`config.mk`:
```
export PLATFORM = sky130hd
export DESIGN_NAME = sbbf_queue
export DESIGN_NICKNAME = d
export VERILOG_FILES = /design/src/rtl/split_block_bloom_filter_assert.svh /design/src/rtl/sbbf_pkg.sv /design/src/rtl/sbbf_queue.sv
export SDC_FILE = /design/constraint.sdc
export NUM_CORES = 1
export LEC_CHECK = 0
export ABC_AREA = 1
export BUFFER_PORTS_ARGS = -buffer_cell sky130_fd_sc_hd__clkbuf_2
export CAP_MARGIN = 30
export CORE_UTILIZATION = 45
export CTS_CLUSTER_SIZE = 30
export DETAILED_ROUTE_END_ITERATION = 12
export GPL_ROUTABILITY_DRIVEN = 0
export GPL_TIMING_DRIVEN = 0
export PLACE_DENSITY = 0.73
export SETUP_SLACK_MARGIN = 0.2
export SYNTH_ARGS = -nofsm -noshare
export SYNTH_HDL_FRONTEND = slang
export SYNTH_SLANG_ARGS = --single-unit
```
`constraint.sdc`:
```
create_clock -name clk -period 5.2 [get_ports clk]
set_input_delay 0.52 -clock clk [delete_from_list [all_inputs] [get_ports clk]]
set_output_delay 0.52 -clock clk [all_outputs]
set_load 0.1 [all_outputs]
```
`src/rtl/split_block_bloom_filter_assert.svh`:
```
// Assertion macros for the filter modules; the back module uses them.
// Each use names a label, the clock, the reset, an antecedent, a consequent and a message.
`ifndef SPLIT_BLOCK_BLOOM_FILTER_ASSERT_SVH
`define SPLIT_BLOCK_BLOOM_FILTER_ASSERT_SVH

// The consequent must hold in the same cycle as the antecedent.
`define SBBF_ASSERT_IMPLY(label, clk, rst, ante, cons, msg) \
  label: assert property (@(posedge clk) disable iff (rst) (ante) |-> (cons)) \
    else $error(msg);

// The consequent must hold in the cycle after the antecedent.
`define SBBF_ASSERT_NEXT(label, clk, rst, ante, cons, msg) \
  label: assert property (@(posedge clk) disable iff (rst) (ante) |=> (cons)) \
    else $error(msg);

`endif

```
`src/rtl/sbbf_pkg.sv`:
```
`default_nettype none

package sbbf_pkg;

  localparam int WORDS_PER_BLOCK = 8;
  localparam int WORD_W          = 32;
  localparam int POS_W           = 5;
  localparam int BIT_SEL_SHIFT   = 27;
  localparam int MASK_W          = 10;
  localparam int POS_VEC_W       = WORDS_PER_BLOCK * POS_W;

  localparam int CFG_INDEX_W = 3;
  localparam int CFG_DATA_W  = 64;

  localparam int QUEUE_DEPTH = 4;
  localparam int QUEUE_PTR_W = 2;
  localparam int QUEUE_CNT_W = 3;

  // Configuration register indexes.
  localparam logic [CFG_INDEX_W-1:0] CFG_BLK_MASK    = 3'd0;
  localparam logic [CFG_INDEX_W-1:0] CFG_SALT_PAIR_0 = 3'd1;
  localparam logic [CFG_INDEX_W-1:0] CFG_SALT_PAIR_1 = 3'd2;
  localparam logic [CFG_INDEX_W-1:0] CFG_SALT_PAIR_2 = 3'd3;
  localparam logic [CFG_INDEX_W-1:0] CFG_SALT_PAIR_3 = 3'd4;

  // Operation codes.
  localparam logic OP_INSERT = 1'b0;
  localparam logic OP_QUERY  = 1'b1;

  typedef logic [POS_W-1:0] bit_pos_t;
  typedef bit_pos_t [WORDS_PER_BLOCK-1:0] pos_vec_t;
  typedef logic [WORDS_PER_BLOCK-1:0][WORD_W-1:0] block_t;

endpackage

`default_nettype wire

```
`src/rtl/sbbf_queue.sv`:
```
`default_nettype none

module sbbf_queue #(
  parameter int DATA_W = 51
) (
  input  wire logic              clk,
  input  wire logic              rst,
  input  wire logic              push,
  input  wire logic [DATA_W-1:0] push_data,
  output logic                   full,
  input  wire logic              pop,
  output logic      [DATA_W-1:0] pop_data,
  output logic                   empty
);

  localparam int PW = sbbf_pkg::QUEUE_PTR_W;
  localparam int CW = sbbf_pkg::QUEUE_CNT_W;
  localparam int DEPTH = sbbf_pkg::QUEUE_DEPTH;

  logic [DATA_W-1:0] slots [DEPTH];
  logic [PW-1:0]     wr_ptr;
  logic [PW-1:0]     rd_ptr;
  logic [CW-1:0]     count;

  assign full     = (count == CW'(DEPTH));
  assign empty    = (count == '0);
  assign pop_data = slots[rd_ptr];

  always_ff @(posedge clk) begin
    if (push && !full) begin
      slots[wr_ptr] <= push_data;
    end
  end

  always_ff @(posedge clk) begin
    if (rst) begin
      wr_ptr <= '0;
      rd_ptr <= '0;
      count  <= '0;
    end else begin
      if (push && !full) begin
        wr_ptr <= wr_ptr + PW'(1);
      end
      if (pop && !empty) begin
        rd_ptr <= rd_ptr + PW'(1);
      end
      case ({push && !full, pop && !empty})
        2'b10:   count <= count + CW'(1);
        2'b01:   count <= count - CW'(1);
        default: count <= count;
      endcase
    end
  end

endmodule

`default_nettype wire

```
# Word level (Yosys, flattened, before mapping)
# Memory sizes are Yosys's and may differ from the RTL's. A register that Yosys moved wholly into a read port is not among the register bits.
# Index checks and enable logic that the tools add are counted.
# totals
register_bits	7
latchBits	0
ramBits	204
romBits	0
input_bits	55
wordCells	22
memories	1
# classes
n_addsub	4
mul	0
n_div	0
order_cmp	0
eq_ne	3
shift	0
muxes	5
bitwise	0
n_reduce_logical	6
# mem_list
name	words	width	rd	rd_clocked_by_memory_dff	wr	line	text
slots	4	51	1	1	1	sbbf_queue.sv:20	logic [DATA_W-1:0] slots [DEPTH];
# op_table
cell	count
3-bit one-hot mux with 2 select lines	1
2-bit by 1-bit adder with 2-bit output, second input constant	2
2-bit two-way mux	2
3-bit by 1-bit adder with 3-bit output, second input constant	1
3-bit == test, second input constant	1
3-bit logical NOT	1
3-bit by 1-bit subtractor with 3-bit output, second input constant	1
2-bit by 1-bit == test with 1-bit output, second input constant	1
2-bit == test, second input constant	1
1-bit logical AND	2
1-bit logical NOT	2
1-bit two-way mux	2
2-bit nonzero test	1

# Longest topological paths before layout
# logic_depth
word_depth	5
mapped_depth	13
depth_no_buf	13

# Worst setup path before layout
# Ideal clock, no wire load.
# synth_timing
path_kind	input-to-reg
startpoint	in push
endpoint	mem slots[0][0] (enable)
setup_time_ns	0.460
arrival_time_ns	2.757
required_time_ns	4.740
path_slack_ns	1.983
cell_stages	2
path_buffers	0
path_cell_list	nand2_2 -> nor2_1
# synth_via
elab_chain_cells	3
# synth_lines
element	line	text
start, declared	sbbf_queue.sv:8	input wire logic push,
1-bit logical AND	sbbf_queue.sv:30	if (push && !full) begin
1-bit two-way mux	sbbf_queue.sv:30	
1-bit two-way mux (not written as such)	sbbf_queue.sv:31	slots[wr_ptr] <= push_data;
end, declared	sbbf_queue.sv:20	
# Every way passes these cells.

==> impl_results.md <==
- Crit end category: output port
- CTS tree: built
- Kind of start point of the critical path: flip-flop
- # IOs: 108
- Vias in the first global route: 5259
- DRC violation count after routing: 0
- Post-placement cell count: 900
- R2r setup slk: 3.04 ns
- Worst-skew pair later-pin latency: 0.49 ns
- Row cnt: 48
- Max Fanout on Critical Path: 10
- CTS H-Tree Depth: 1
- Initial Util: 0.464
- Die area: 18500 sq um
- Number of synthesis warnings: 0
- Number of endpoints with negative hold slack in the final report: 0
- Remaining global-route overflow: 0
- Number of buffer cells added on primary ports: 107
- Die outline width: 136 um
- GRT Resource Usage Total: 0.196
- Count of cells resized by post-cts repair: 0
- Capture point of the worst reg-to-reg path: slots[1][18]$_DFFE_PP_
- Net count after synthesis: 624
- Worst Max-Slew Pin Slew: 0.918 ns
- 1st-iter DRT viols: 313
- FMAX: 0.334 GHz
- Max-Cap Viols: 0
- Power per unit of standard cell area: 630 nW/um^2
- Endpoint of the worst hold-timing path: wr_ptr[0]$_SDFFE_PP0P_
- Number of library cell types mapped by synthesis: 19
- Number of setup violations in the final report: 0
- Total standard cell area after synthesis: 8080 sq um
- Headroom to the max-slew limit: 0.386
- Most Used Layer, Global Route: met2
- Final net count: 760
- Reg2reg start: count[1]$_SDFFE_PP0P_
- Routing usage on met2: 0.336
- Endpoint arrival time on the critical path: 2.48 ns
- Number of non-filler instances in the completed layout: 940
- Vias: 5083
- CTS clock-pin slew for the worst setup and hold paths: 0.06 ns
- Outcome: completed
- Initial antenna violation count: 0
- Synthesis-stage register bit count: 213
- Leading cell type in the layout, fill and taps excluded: sky130_fd_sc_hd__edfxtp_1
- Vertical extent of the die: 136 um
- Cell depth of the worst hold path: 2
- Final antenna-violating net count: 0
- Area growth, synth to finish: 21.0%
- Crit path required time: 4.68 ns
- Half-perimeter wire length after placement: 11.1 mm
- Final wirelength: 18.1 mm
- Maximum number of pins on one net before global-route repair: 27
- First-pass iteration count of the detailed router: 5
- Hold Crit Class: in -> reg
- Leading cell types in the layout, fill and taps excluded: 204 x sky130_fd_sc_hd__edfxtp_1, 109 x sky130_fd_sc_hd__clkbuf_2, 108 x sky130_fd_sc_hd__nor2_1
- Number of antenna repair diodes: 0
- Met3 track utilization from global routing: 0.0537
- Worst-case reg-to-reg path depth: 5
- Worst vdd rail ir drop: 0.000447 V
- Average via count per standard cell: 5.41
- Clock Root Buffer: sky130_fd_sc_hd__clkbuf_16
- Met1 GRT Util: 0.240
- Number of clock sinks: 213
- Layout cells sized above 1: 0.252
- Final setup skew: 0.00651 ns
- Setup Buffers After CTS: 0
- Crit path kind: reg -> out
- RSZ-0062 raised after global routing: no
- Startpoint of the most critical hold path: rst
- Total count of max-transition violations in the final report: 0
- Wirelength per Cell: 19.3 um
- Avg Synthesized Cell Area: 14.4 sq um
- Leak: 3.55 nW
- Min cycle time layout: 3.00 ns
- Final clock period utilization by the worst path: 0.576
- Setup Total Neg Slack: 0 ns
- Core ar.: 17400 sq um
- Post-Syn Instances: 563
- Buffer depth of the longest clock path: 3
- TritonCTS buffer count: 22
- Hold buffers post-CTS: 0
- Sequential cell area fraction in the yosys report: 0.780
- First-pass GRT wire length: 27.2 mm
## cell usage after synthesis
cell type | number | share of area
sky130_fd_sc_hd__ha_1 | 5 | 0.0077
sky130_fd_sc_hd__dfxtp_1 | 9 | 0.022
sky130_fd_sc_hd__inv_1 | 18 | 0.0084
sky130_fd_sc_hd__clkbuf_2 | 2 | 0.0012
sky130_fd_sc_hd__buf_4 | 5 | 0.0046
sky130_fd_sc_hd__fa_1 | 1 | 0.0025
sky130_fd_sc_hd__edfxtp_1 | 204 | 0.76
sky130_fd_sc_hd__o21ai_0 | 44 | 0.027
sky130_fd_sc_hd__nand2_1 | 14 | 0.0065
sky130_fd_sc_hd__o22ai_1 | 51 | 0.039
sky130_fd_sc_hd__nor2_1 | 112 | 0.052
sky130_fd_sc_hd__nand2_2 | 1 | 0.00077
sky130_fd_sc_hd__buf_6 | 13 | 0.018
sky130_fd_sc_hd__o21ai_1 | 60 | 0.037
sky130_fd_sc_hd__clkbuf_1 | 5 | 0.0023
sky130_fd_sc_hd__nand3_1 | 5 | 0.0031
sky130_fd_sc_hd__buf_2 | 7 | 0.0043
sky130_fd_sc_hd__a21oi_1 | 5 | 0.0031
sky130_fd_sc_hd__inv_2 | 2 | 0.00093
## routing by layer
metal	share of wire	routed length, um
met1	0.40	7270
met2	0.49	8920
met3	0.083	1500
met5	0	0
met4	0.024	427
## how the worst max path moves through the flow
stage | start | endpoint | cells past startpoint
2_1_floorplan | push | slots[0][0]$_DFFE_PP_ | 2
3_3_place_gp | push | slots[3][11]$_DFFE_PP_ | 3
3_5_place_dp | flip-flop | pop_data[36] | 5
4_1_cts | flip-flop | pop_data[49] | 5
5_1_grt | flip-flop | pop_data[49] | 5
6_report | flip-flop | pop_data[49] | 5
## stage by stage
stage	utilization	worst slack [ns]	power (W)	area (sq um)	hold slack, ns
2_1_floorplan	-	1.98	0.00414	8080	0.459
3_3_place_gp	0.511	0.156	0.00459	8900	0.481
3_5_place_dp	0.519	2.82	0.00464	9040	0.511
4_1_cts	0.561	2.21	0.00619	9770	0.219
5_1_grt	0.561	2.12	0.00637	9770	0.223
6_report	0.561	2.20	0.00616	9770	0.238
## power breakdown
group | internal (W) | switching (W) | total [W]
Clock | 0.000946 | 0.000608 | 0.00155
Combinational | 0.000414 | 0.00210 | 0.00252
Sequential | 0.00204 | 0.0000475 | 0.00209
## critical path, cell delays in order, from the launching register on
cell	delay [ns]
sky130_fd_sc_hd__dfxtp_1	0.42
sky130_fd_sc_hd__inv_2	0.18
sky130_fd_sc_hd__clkbuf_1	0.41
sky130_fd_sc_hd__o21ai_0	0.21
sky130_fd_sc_hd__o22ai_1	0.24
sky130_fd_sc_hd__clkbuf_2	0.51
## flip-flops by register name, indices dropped and copies added, names as in the netlist, named ones only
register	count
rd_ptr	2
wr_ptr	2
slots	204
count	3
## cell type report
type,count,area (sq um)
Timing Repair Buffer,112,651
Multi-Input combinational cell,298,1480
Fill cell,1377,7640
Buffer,32,248
Tap cell,225,282
Sequential cell,213,6310
Clock inverter,11,104
Inverter,20,75.1
Clock buffer,29,628
## cells by family (layout without fill, tap and decap cells)
| family | Yosys count | in the layout | share of synthesized area |
|---|---|---|---|
| AO/OA/AOI/OAI | 160 | 160 | 0.107 |
| adder cells (fa/ha/maj) | 6 | 6 | 0.0102 |
| AND/OR/NAND/NOR | 132 | 132 | 0.0624 |
| flip-flops | 213 | 213 | 0.780 |
| buffers and inverters | 52 | 204 | 0.0400 |
Power figures use the tool's default switching activity.
